## config.mk

```make
export PLATFORM = sky130hd
export DESIGN_NAME = message_id_validator_unit
export DESIGN_NICKNAME = d
export VERILOG_FILES = /design/src/sv/mid_pkg.sv /design/src/sv/mid_front.sv /design/src/sv/mid_fifo.sv /design/src/sv/mid_back.sv /design/src/sv/message_id_validator_unit.sv
export VERILOG_INCLUDE_DIRS = /design/src /design/src/sv
export SDC_FILE = /design/constraint.sdc
export NUM_CORES = 1
export LEC_CHECK = 0
export BUFFER_PORTS_ARGS = -buffer_cell sky130_fd_sc_hd__buf_2
export CAP_MARGIN = 20
export CORE_UTILIZATION = 40
export DETAILED_ROUTE_END_ITERATION = 7
export PLACE_DENSITY_LB_ADDON = 0.12
export SYNTH_ARGS = -nofsm -noshare
export SYNTH_HDL_FRONTEND = slang
export SYNTH_SLANG_ARGS = --single-unit
```

## constraint.sdc

```tcl
create_clock -name clk -period 6.9 [get_ports clk]
set_input_delay 0.345 -clock clk [delete_from_list [all_inputs] [get_ports clk]]
set_output_delay 0.345 -clock clk [all_outputs]
set_load 0.02 [all_outputs]
```

## src/sv/assert_macros.svh

```systemverilog
// assertion macros used by the top-level rtl file
`ifndef ASSERT_MACROS_SVH
`define ASSERT_MACROS_SVH
`ifndef SYNTHESIS
`define ASSERT_ALWAYS(label, clk, rst, expr) \
  label: assert property (@(posedge clk) disable iff (rst) (expr)) \
    else $error("assertion failed: condition does not hold");
`define ASSERT_IMPLIES(label, clk, rst, ante, cons) \
  label: assert property (@(posedge clk) disable iff (rst) (ante) |-> (cons)) \
    else $error("assertion failed: implication does not hold");
`else
`define ASSERT_ALWAYS(label, clk, rst, expr)
`define ASSERT_IMPLIES(label, clk, rst, ante, cons)
`endif
`endif

```

## src/sv/mid_pkg.sv

```systemverilog
// shared types and constants of the message-id validator
`default_nettype none
package mid_pkg;

  // widths and limits
  localparam int LEN_W       = 10;
  localparam int LEN_CAP     = 1023;
  localparam int MAX_LEN_DEF = 1023;
  localparam int QUEUE_DEPTH = 4;
  localparam int Q_PTR_W     = $clog2(QUEUE_DEPTH);
  localparam int Q_CNT_W     = $clog2(QUEUE_DEPTH + 1);

  // byte codes
  localparam logic [7:0] CH_NUL      = 8'h00;
  localparam logic [7:0] CH_LT       = 8'h3C;
  localparam logic [7:0] CH_GT       = 8'h3E;
  localparam logic [7:0] CH_AT       = 8'h40;
  localparam logic [7:0] CH_QUOTE    = 8'h22;
  localparam logic [7:0] CH_LBRACK   = 8'h5B;
  localparam logic [7:0] CH_RBRACK   = 8'h5D;
  localparam logic [7:0] CH_BSLASH   = 8'h5C;
  localparam logic [7:0] CH_PRINT_LO = 8'd33;
  localparam logic [7:0] CH_PRINT_HI = 8'd126;

  // class of one input byte
  typedef enum logic [3:0] {
    CL_NUL,
    CL_LT,
    CL_GT,
    CL_AT,
    CL_QUOTE,
    CL_LBRACK,
    CL_RBRACK,
    CL_BSLASH,
    CL_PRINT,
    CL_OTHER
  } byte_class_t;

  // one word in the queue between front and back
  typedef struct packed {
    byte_class_t cls;
    logic        last;
  } mid_entry_t;

  // parser phase
  typedef enum logic [2:0] {
    PH_OPEN,
    PH_LEFT_START,
    PH_LEFT,
    PH_AT,
    PH_RIGHT_START,
    PH_RIGHT,
    PH_CLOSE,
    PH_SWALLOW
  } phase_t;

  // verdict of one step
  typedef enum logic [1:0] {
    V_NONE,
    V_BAD,
    V_GOOD
  } verdict_t;

endpackage
`default_nettype wire

```

## src/sv/mid_front.sv

```systemverilog
// front end: takes input words and classifies each byte
`default_nettype none
module mid_front (
  input  wire logic                push,
  input  wire logic [7:0]          data_byte,
  input  wire logic                last,
  input  wire logic                q_full,
  output logic                     full,
  output logic                     q_wr,
  output mid_pkg::mid_entry_t      q_entry
);

  // byte classifier
  function automatic mid_pkg::byte_class_t classify(input logic [7:0] b);
    mid_pkg::byte_class_t c;
    if (b == mid_pkg::CH_NUL) c = mid_pkg::CL_NUL;
    else if (b == mid_pkg::CH_LT) c = mid_pkg::CL_LT;
    else if (b == mid_pkg::CH_GT) c = mid_pkg::CL_GT;
    else if (b == mid_pkg::CH_AT) c = mid_pkg::CL_AT;
    else if (b == mid_pkg::CH_QUOTE) c = mid_pkg::CL_QUOTE;
    else if (b == mid_pkg::CH_LBRACK) c = mid_pkg::CL_LBRACK;
    else if (b == mid_pkg::CH_RBRACK) c = mid_pkg::CL_RBRACK;
    else if (b == mid_pkg::CH_BSLASH) c = mid_pkg::CL_BSLASH;
    else if (b inside {[mid_pkg::CH_PRINT_LO:mid_pkg::CH_PRINT_HI]}) c = mid_pkg::CL_PRINT;
    else c = mid_pkg::CL_OTHER;
    return c;
  endfunction

  // accept a word whenever the queue has room
  assign full         = q_full;
  assign q_wr         = push && !q_full;
  assign q_entry.cls  = classify(data_byte);
  assign q_entry.last = last;

endmodule
`default_nettype wire

```

## src/sv/mid_fifo.sv

```systemverilog
// short queue of classified bytes between front and back
`default_nettype none
module mid_fifo (
  input  wire logic                clk,
  input  wire logic                rst,
  input  wire logic                wr,
  input  wire mid_pkg::mid_entry_t wr_entry,
  input  wire logic                rd,
  output logic                     full,
  output logic                     rd_valid,
  output mid_pkg::mid_entry_t      rd_entry
);

  mid_pkg::mid_entry_t             mem [mid_pkg::QUEUE_DEPTH];
  logic [mid_pkg::Q_PTR_W-1:0]     wr_ptr;
  logic [mid_pkg::Q_PTR_W-1:0]     rd_ptr;
  logic [mid_pkg::Q_CNT_W-1:0]     count;

  // storage
  always_ff @(posedge clk) begin
    if (wr) begin
      mem[wr_ptr] <= wr_entry;
    end
  end

  // pointers and fill level
  always_ff @(posedge clk) begin
    if (rst) begin
      wr_ptr <= '0;
      rd_ptr <= '0;
      count  <= '0;
    end else begin
      if (wr) wr_ptr <= wr_ptr + 1'b1;
      if (rd) rd_ptr <= rd_ptr + 1'b1;
      if (wr && !rd) count <= count + 1'b1;
      else if (rd && !wr) count <= count - 1'b1;
    end
  end

  // status and head word
  assign full     = (count == mid_pkg::Q_CNT_W'(mid_pkg::QUEUE_DEPTH));
  assign rd_valid = (count != '0);
  assign rd_entry = mem[rd_ptr];

endmodule
`default_nettype wire

```

## src/sv/mid_back.sv

```systemverilog
// back end: syntax state machine and result register
`default_nettype none
module mid_back #(
  parameter int MAX_LEN = mid_pkg::MAX_LEN_DEF
) (
  input  wire logic                      clk,
  input  wire logic                      rst,
  input  wire logic                      q_valid,
  input  wire mid_pkg::mid_entry_t       q_entry,
  output logic                           q_rd,
  input  wire logic                      pop,
  output logic                           empty,
  output logic                           valid_res,
  output logic [mid_pkg::LEN_W-1:0]      id_length
);

  localparam logic [mid_pkg::LEN_W-1:0] LIMIT = (MAX_LEN > mid_pkg::LEN_CAP) ?
    mid_pkg::LEN_W'(mid_pkg::LEN_CAP) : mid_pkg::LEN_W'(MAX_LEN);

  mid_pkg::phase_t             phase, phase_next;
  logic                        in_quotes, in_quotes_next;
  logic                        in_brackets, in_brackets_next;
  logic                        escape_pending, escape_pending_next;
  logic                        part_nonempty, part_nonempty_next;
  logic [mid_pkg::LEN_W-1:0]   byte_count, byte_count_next;
  mid_pkg::verdict_t           verdict;
  logic                        do_left, do_right;

  logic                        res_valid;
  logic                        res_good;
  logic [mid_pkg::LEN_W-1:0]   res_len;
  logic                        res_good_next;
  logic [mid_pkg::LEN_W-1:0]   res_len_next;
  logic                        res_load;

  mid_pkg::byte_class_t        cls;
  assign cls = q_entry.cls;

  // next state of the parser for the head word
  always_comb begin
    phase_next          = phase;
    in_quotes_next      = in_quotes;
    in_brackets_next    = in_brackets;
    escape_pending_next = escape_pending;
    part_nonempty_next  = part_nonempty;
    byte_count_next     = byte_count;
    verdict             = mid_pkg::V_NONE;
    do_left             = 1'b0;
    do_right            = 1'b0;

    if (phase != mid_pkg::PH_SWALLOW) begin
      if (byte_count >= LIMIT || cls == mid_pkg::CL_NUL) begin
        verdict = mid_pkg::V_BAD;
      end else begin
        byte_count_next = byte_count + 1'b1;
        case (phase)
          mid_pkg::PH_OPEN: begin
            if (cls == mid_pkg::CL_LT) phase_next = mid_pkg::PH_LEFT_START;
            else verdict = mid_pkg::V_BAD;
          end
          mid_pkg::PH_LEFT_START: begin
            phase_next = mid_pkg::PH_LEFT;
            if (cls == mid_pkg::CL_QUOTE) begin
              in_quotes_next     = 1'b1;
              part_nonempty_next = 1'b1;
            end else begin
              do_left = 1'b1;
            end
          end
          mid_pkg::PH_LEFT: begin
            do_left = 1'b1;
          end
          mid_pkg::PH_AT: begin
            if (cls == mid_pkg::CL_AT) begin
              phase_next         = mid_pkg::PH_RIGHT_START;
              part_nonempty_next = 1'b0;
            end else begin
              verdict = mid_pkg::V_BAD;
            end
          end
          mid_pkg::PH_RIGHT_START: begin
            phase_next = mid_pkg::PH_RIGHT;
            if (cls == mid_pkg::CL_LBRACK) begin
              in_brackets_next   = 1'b1;
              part_nonempty_next = 1'b1;
            end else begin
              do_right = 1'b1;
            end
          end
          mid_pkg::PH_RIGHT: begin
            do_right = 1'b1;
          end
          default: begin
            verdict = (cls == mid_pkg::CL_GT) ? mid_pkg::V_GOOD : mid_pkg::V_BAD;
          end
        endcase

        // body of the left part
        if (do_left) begin
          if (escape_pending) begin
            escape_pending_next = 1'b0;
            part_nonempty_next  = 1'b1;
          end else begin
            case (cls)
              mid_pkg::CL_QUOTE: begin
                if (!in_quotes) verdict = mid_pkg::V_BAD;
                else phase_next = mid_pkg::PH_AT;
              end
              mid_pkg::CL_BSLASH: begin
                escape_pending_next = 1'b1;
                part_nonempty_next  = 1'b1;
              end
              mid_pkg::CL_AT: begin
                if (in_quotes || !part_nonempty) begin
                  verdict = mid_pkg::V_BAD;
                end else begin
                  phase_next         = mid_pkg::PH_RIGHT_START;
                  part_nonempty_next = 1'b0;
                end
              end
              mid_pkg::CL_PRINT, mid_pkg::CL_LT,
              mid_pkg::CL_LBRACK, mid_pkg::CL_RBRACK: begin
                part_nonempty_next = 1'b1;
              end
              default: verdict = mid_pkg::V_BAD;
            endcase
          end
        end

        // body of the right part
        if (do_right) begin
          if (escape_pending) begin
            escape_pending_next = 1'b0;
            part_nonempty_next  = 1'b1;
          end else begin
            case (cls)
              mid_pkg::CL_RBRACK: begin
                if (!in_brackets) verdict = mid_pkg::V_BAD;
                else phase_next = mid_pkg::PH_CLOSE;
              end
              mid_pkg::CL_BSLASH: begin
                escape_pending_next = 1'b1;
                part_nonempty_next  = 1'b1;
              end
              mid_pkg::CL_GT: begin
                if (in_brackets || !part_nonempty) verdict = mid_pkg::V_BAD;
                else verdict = mid_pkg::V_GOOD;
              end
              mid_pkg::CL_PRINT, mid_pkg::CL_LT,
              mid_pkg::CL_QUOTE, mid_pkg::CL_AT: begin
                part_nonempty_next = 1'b1;
              end
              default: verdict = mid_pkg::V_BAD;
            endcase
          end
        end
      end

      if (verdict == mid_pkg::V_NONE && q_entry.last) verdict = mid_pkg::V_BAD;
      if (verdict != mid_pkg::V_NONE) phase_next = mid_pkg::PH_SWALLOW;
    end

    // end of string returns to the idle state
    if (q_entry.last) begin
      phase_next          = mid_pkg::PH_OPEN;
      in_quotes_next      = 1'b0;
      in_brackets_next    = 1'b0;
      escape_pending_next = 1'b0;
      part_nonempty_next  = 1'b0;
      byte_count_next     = '0;
    end
  end

  // handshake and result word, length includes the closing byte
  always_comb begin
    q_rd          = q_valid && (!res_valid || pop);
    res_load      = q_rd && (verdict != mid_pkg::V_NONE);
    res_good_next = (verdict == mid_pkg::V_GOOD);
    res_len_next  = (verdict == mid_pkg::V_GOOD) ? byte_count + 1'b1 : '0;
  end

  // parser state
  always_ff @(posedge clk) begin
    if (rst) begin
      phase          <= mid_pkg::PH_OPEN;
      in_quotes      <= 1'b0;
      in_brackets    <= 1'b0;
      escape_pending <= 1'b0;
      part_nonempty  <= 1'b0;
      byte_count     <= '0;
    end else if (q_rd) begin
      phase          <= phase_next;
      in_quotes      <= in_quotes_next;
      in_brackets    <= in_brackets_next;
      escape_pending <= escape_pending_next;
      part_nonempty  <= part_nonempty_next;
      byte_count     <= byte_count_next;
    end
  end

  // result register
  always_ff @(posedge clk) begin
    if (rst) begin
      res_valid <= 1'b0;
    end else if (res_load) begin
      res_valid <= 1'b1;
    end else if (pop) begin
      res_valid <= 1'b0;
    end
  end

  always_ff @(posedge clk) begin
    if (res_load) begin
      res_good <= res_good_next;
      res_len  <= res_len_next;
    end
  end

  assign empty     = !res_valid;
  assign valid_res = res_good;
  assign id_length = res_len;

endmodule
`default_nettype wire

```

## src/sv/message_id_validator_unit.sv

```systemverilog
// Message-ID syntax checker, one byte word per cycle in, one verdict word out.
// Throughput: one byte per cycle, sustained while results are popped.
// A verdict passes through the queue and then the result register before it is
// visible; a four-word queue decouples the input from the parser.
// Reset: synchronous; empties the queue and result register, parser to idle.
`default_nettype none
`include "assert_macros.svh"
module message_id_validator_unit #(
  parameter int MAX_LEN = mid_pkg::MAX_LEN_DEF
) (
  input  wire logic                      clk,
  input  wire logic                      rst,
  input  wire logic                      push,
  output logic                           full,
  input  wire logic [7:0]                data_byte,
  input  wire logic                      last,
  output logic                           empty,
  input  wire logic                      pop,
  output logic                           valid_res,
  output logic [mid_pkg::LEN_W-1:0]      id_length
);

  logic                 q_full;
  logic                 q_wr;
  mid_pkg::mid_entry_t  q_wr_entry;
  logic                 q_rd;
  logic                 q_valid;
  mid_pkg::mid_entry_t  q_rd_entry;

  // classifier
  mid_front u_front (
    .push      (push),
    .data_byte (data_byte),
    .last      (last),
    .q_full    (q_full),
    .full      (full),
    .q_wr      (q_wr),
    .q_entry   (q_wr_entry)
  );

  // decoupling queue
  mid_fifo u_fifo (
    .clk      (clk),
    .rst      (rst),
    .wr       (q_wr),
    .wr_entry (q_wr_entry),
    .rd       (q_rd),
    .full     (q_full),
    .rd_valid (q_valid),
    .rd_entry (q_rd_entry)
  );

  // parser and result register
  mid_back #(
    .MAX_LEN (MAX_LEN)
  ) u_back (
    .clk       (clk),
    .rst       (rst),
    .q_valid   (q_valid),
    .q_entry   (q_rd_entry),
    .q_rd      (q_rd),
    .pop       (pop),
    .empty     (empty),
    .valid_res (valid_res),
    .id_length (id_length)
  );

  // checks
  `ASSERT_IMPLIES(a_no_write_when_full, clk, rst, q_full, !q_wr)
  `ASSERT_IMPLIES(a_read_needs_data, clk, rst, q_rd, q_valid)
  `ASSERT_IMPLIES(a_bad_has_no_length, clk, rst, !empty && !valid_res, id_length == '0)
  `ASSERT_IMPLIES(a_good_min_length, clk, rst, !empty && valid_res,
                  id_length >= mid_pkg::LEN_W'(5))

endmodule
`default_nettype wire
```

Word level (Yosys, flattened, before mapping):

Memory sizes are Yosys's and may differ from the RTL's. A register that Yosys moved wholly into a read port is not among the register bits.
Index checks and enable logic that the tools add are counted.

* bits in registers: 36
* word-level logic and storage cells: 179
* bits in writable memories: 20
* bits of input ports: 13
* output and inout bits: 13
* memories kept: 1

* add/subtract/negate cells: 5
* order comparisons: 3
* reduce and logical (&&, ||, !) cells: 37
* equality and inequality tests: 25
* mux-type cells: 96

Memories
* u_fifo.mem: words 4, width 5, rd ports 1, clocked after memory_dff 1, wr ports 1, RTL line mid_fifo.sv:14 `mid_pkg::mid_entry_t mem [mid_pkg::QUEUE_DEPTH];`

Operators by type and width (count)
* 3-bit 2-to-1 mux: 16
* 1-bit 2-to-1 mux: 44
* 8-bit by 7-bit == test with 1-bit output, second input constant: 4
* 2-bit 2-to-1 mux: 16
* 4-bit 2-to-1 mux: 8
* 10-bit 2-to-1 mux: 3
* 8-bit by 6-bit == test with 1-bit output, second input constant: 3
* 2-bit one-hot mux with 3 select lines: 3
* 2-bit nonzero test: 9
* 4-bit by 3-bit == test with 1-bit output, second input constant: 4
* 3-bit one-hot mux with 4 select lines: 1
* 10-bit by 1-bit adder with 10-bit output, second input constant: 1
* 10-bit >= comparator, second input constant: 1
* 5-bit AND reduction: 2
* 5-bit OR reduction: 2
* 3-bit == test, second input constant: 3
* 4-bit by 2-bit == test with 1-bit output, second input constant: 2
* 8-bit by 6-bit >= comparator with 1-bit output, second input constant: 1
* 8-bit by 7-bit less-or-equal comparator with 1-bit output, second input constant: 1
* 8-bit logical NOT: 1
* 1-bit logical AND: 7
* 3-bit by 2-bit == test with 1-bit output, second input constant: 2
* 1-bit one-hot mux with 2 select lines: 3
* 3-bit one-hot mux with 2 select lines: 1
* other kinds (19): 28

Depth between registers and ports, before layout:

* depth after elaboration: 21
* gate-level depth with buffers: 10
* gate-level depth less buffers: 9

Cells and area by module:

From an unflattened synthesis, not the netlist that was laid out.

* cells, all modules: 326
* area, all modules: 3313.2 um2

By module, submodules not included
* mid_back: area each 1929.4 um2, cells an instance 222, sequential area each 690.7 um2, instances 1
* mid_fifo: area each 1156.1 um2, cells an instance 70, sequential area each 780.7 um2, instances 1
* mid_front: area each 227.7 um2, cells an instance 34, sequential area each 0.0 um2, instances 1

Worst setup path before layout:

OpenSTA, ideal clock, no wires.

* path kind: register -> register
* start point: register (tool-made name)
* end point: register u_back.res_len (netlist bit u_back.id_length[0]) (enable)
* data required time: 6.518 ns
* clock period less this slack: 2.846 ns
* stages on the path, launching flop included: 8
* data arrival time: 2.463 ns
* slack: 4.054 ns
* path through: dfxtp_1 > buf_6 > mux4_2 > or2_2 > nor4_2 > or3_1 > a211oi_4 > a21oi_1

RTL lines
* end signal, assigned: RTL line mid_back.sv:215 `res_len <= res_len_next;`
* end, declared: RTL line mid_back.sv:31 `logic [mid_pkg::LEN_W-1:0] res_len;`

==> flow_summary.toml <==
[floorplan]
dieWidth_um = 91.57
initial_core_util = 0.4153
dieHeight_um = 91.57
ios = 26
num_rows = 32
fp.dieArea_mm2 = 0.008385
design.core.area_mm2 = 0.007727

[layout]
finalNetCount = 368
final_core_util = 0.4632
antenna_cells = 0
stdcell_count = 455
area_growth_pct = 11.54
final.fill_count = 723
drive_above_1_share = 0.1530

[global_route]
grt_pass1_wl_mm = 11.26
grt.busiest_layer = "met2"
grt.met3_usage = 0.05444
grtUsageMet2 = 0.2556
grt_start_max_net_pins = 25
antenna_found_initial = 0
grt_overflow = 0
grtUsageTotal = 0.1739
grt_pass1_vias = 2280
grt.met1_usage = 0.2355

[sta]
finalCriticalPeriod_ps = 3373
tightest_slew_ps = 984.7
finClkSkew_ps = 11.60
finalCritPeriodShare = 0.4888
slew_violations = 0
setup_ws_ps = 3527
tns_ps = 0
fmax_mhz = 296.5
slew-limit-headroom = 0.3435
setup_viol = 0
hold_viol_final = 0
rsz0062_at_grt = "false"

[power_and_ir_drop]
power.density_mw_per_mm2 = 412.8
finalPower_mw = 1.478
max-vdd-ir-drop_mv = 0.1616
leakage_nw = 1.255

[flow_run]
cap_violations = 0

[worst_hold_path]
hold_path_class = "in2reg"

[clock_network]
cts_made_buffers = 9
cts-hold-fix-buffers = 0
postCtsResizedCells = 0
cts_tree = "yes"
clkSinkCount = 58
post_cts_buffers = 0
cts_htree_levels = 3
cts_max_path_buffers = 2
root_buffer = "clkbuf_8"
clk_pin_slew_ps = 70
clk_latency_ps = 340

[worst_setup_path]
cp_max_fo = 12
crit_path_end_kind = "register"
slowest_delay_ps = 810
path_class = "reg2reg"
cp_cell_sequence = "mux4_2 > or2_2 > nor4_2 > or3_1 > a211oi_4 > a21oi_1"
cpLargestDelayFamily = "simple AND/OR/NAND/NOR gates"
crit_path_top_delay_cell = "a21oi_1"
crit_required_ps = 6860
cp-start-kind = "register"
worstPathArrival_ps = 3340
cp_num_buf_inv = 0

[logic_synthesis]
synth_compound_area_frac = 0.1618
ys_seq_area_frac = 0.4585
synth_cell_types = 57
synth_top_family_by_area = "simple AND/OR/NAND/NOR gates"
yosysTopAreaCell = "edfxtp_1"
synth_top_cell_area_share = 0.2901
yosys_most_used_dff = "edfxtp_1"
synth_edf_count = 31
syn_inst = 326
postSynthNetCount = 346
syn-mean-instance-area_um2 = 9.845
synthMuxAreaShare = 0.04834
synthAdderAreaFrac = 0.03275
synth-xor-area-share = 0.03821
async_flop_share = 0
yosys.area_share.simple = 0.2211
synth_area_mm2 = 0.003209
synth_warnings = 0
ys_top_cells_by_area = "edfxtp_1 29%, dfxtp_1 17%, nor2_1 5.5%, mux4_2 4.2%, a21oi_1 3.3%"
synth_seq_cells = 58

[routing]
totalWireLength_mm = 6.729
first_iter_violations = 167
antenna_left = 0
wire_per_inst_um = 14.79
drc = 0
drt_pre_antenna_iters = 4
via_count = 2509
viasPerCell = 5.514

[placement]
port_buffers = 25
preCtsSetupSlack_ps = 3496
post-dp-hpwl_mm = 4.806
place_congestion = 0.8727
numPlacedInstances = 439

[status]
status = "finished clean"
## cell families (layout without fill, tap and decap cells)
family / Yosys count / in the layout
and+or+nand+nor: 135 / 135
AOI/OAI and AO/OA: 77 / 77
DFF: 58 / 58
buffers and inverters: 26 / 53
xor gates and xnor gates: 14 / 14
adders and majority gates: 8 / 8
muxes: 8 / 8
## power breakdown
| part | switching, mW | leakage [nW] | internal [mW] |
|---|---|---|---|
| logic | 0.391 | 0.651 | 0.235 |
| clock network | 0.141 | 0.0930 | 0.175 |
| registers | 0.0774 | 0.511 | 0.459 |
| total | 0.609 | 1.26 | 0.869 |
## cell usage in the layout (no fill, tap or decap), types with 9 or more instances in the layout
cell	instances
a21oi_1	21
buf_2	25
clkbuf_8	10
dfxtp_1	27
edfxtp_1	31
inv_1	11
nand2_1	14
nand2b_1	9
nor2_1	47
nor3_1	11
o21ai_0	15
xnor2_1	9
## per-layer routing
metal | vias to the layer above | routed length, um
met4 | 0 | 134
met5 | - | 0
met2 | 83 | 2973
li1 | 1245 | -
met3 | 15 | 366
met1 | 1166 | 3255
## final timing paths
kind | startpoint | end | slack, ps | cells past startpoint
setup / recovery | register | u_back.valid_res | 3530 | 6
hold / removal | last | u_fifo.mem[3][0] | 240 | 1
setup reg to reg | register | u_back.valid_res | 3530 | 6
hold reg to reg | u_fifo.count[2] | u_fifo.count[2] | 510 | 2
## stage by stage
stage	cell area, um2	hold WS, ps
floorplan	3209	443.9
global route	3580	215.9
detailed placement	3385	495.2
global placement	3385	474.2
finish	3580	238.9
CTS	3580	221.5
## state kept, by name, indices dropped and copies added, names as in the netlist, named ones only
signal / flops
u_back.byte_count: 10
u_back.escape_pending: 1
u_back.id_length: 10
u_back.in_brackets: 1
u_back.in_quotes: 1
u_back.part_nonempty: 1
u_back.phase: 3
u_back.res_valid: 1
u_back.valid_res: 1
u_fifo.count: 3
u_fifo.mem: 20
u_fifo.rd_ptr: 2
u_fifo.wr_ptr: 2
## layout make-up
type | instances | area [um2] | area share
Clock inverter | 5 | 53.80 | 0.01503
Sequential cell | 58 | 1471 | 0.4110
Tap cell | 102 | 127.6 | 0.03565
Multi-Input combinational cell | 242 | 1612 | 0.4502
Inverter | 11 | 41.29 | 0.01153
Timing Repair Buffer | 26 | 132.6 | 0.03705
Clock buffer | 11 | 141.4 | 0.03950
## synth_stat cells (5+ instances only)
master,instances
nor2_1,47
edfxtp_1,31
dfxtp_1,27
a21oi_1,21
o21ai_0,15
nand2_1,14
inv_1,11
nor3_1,11
clkbuf_1,9
nand2b_1,9
xnor2_1,9
a21o_1,8
a31oi_1,8
nand3_1,8
and2_1,6
ha_1,6
mux4_2,6
nor2b_1,6
or3_1,6
xor2_1,5
(Power assumes the default switching activity.)
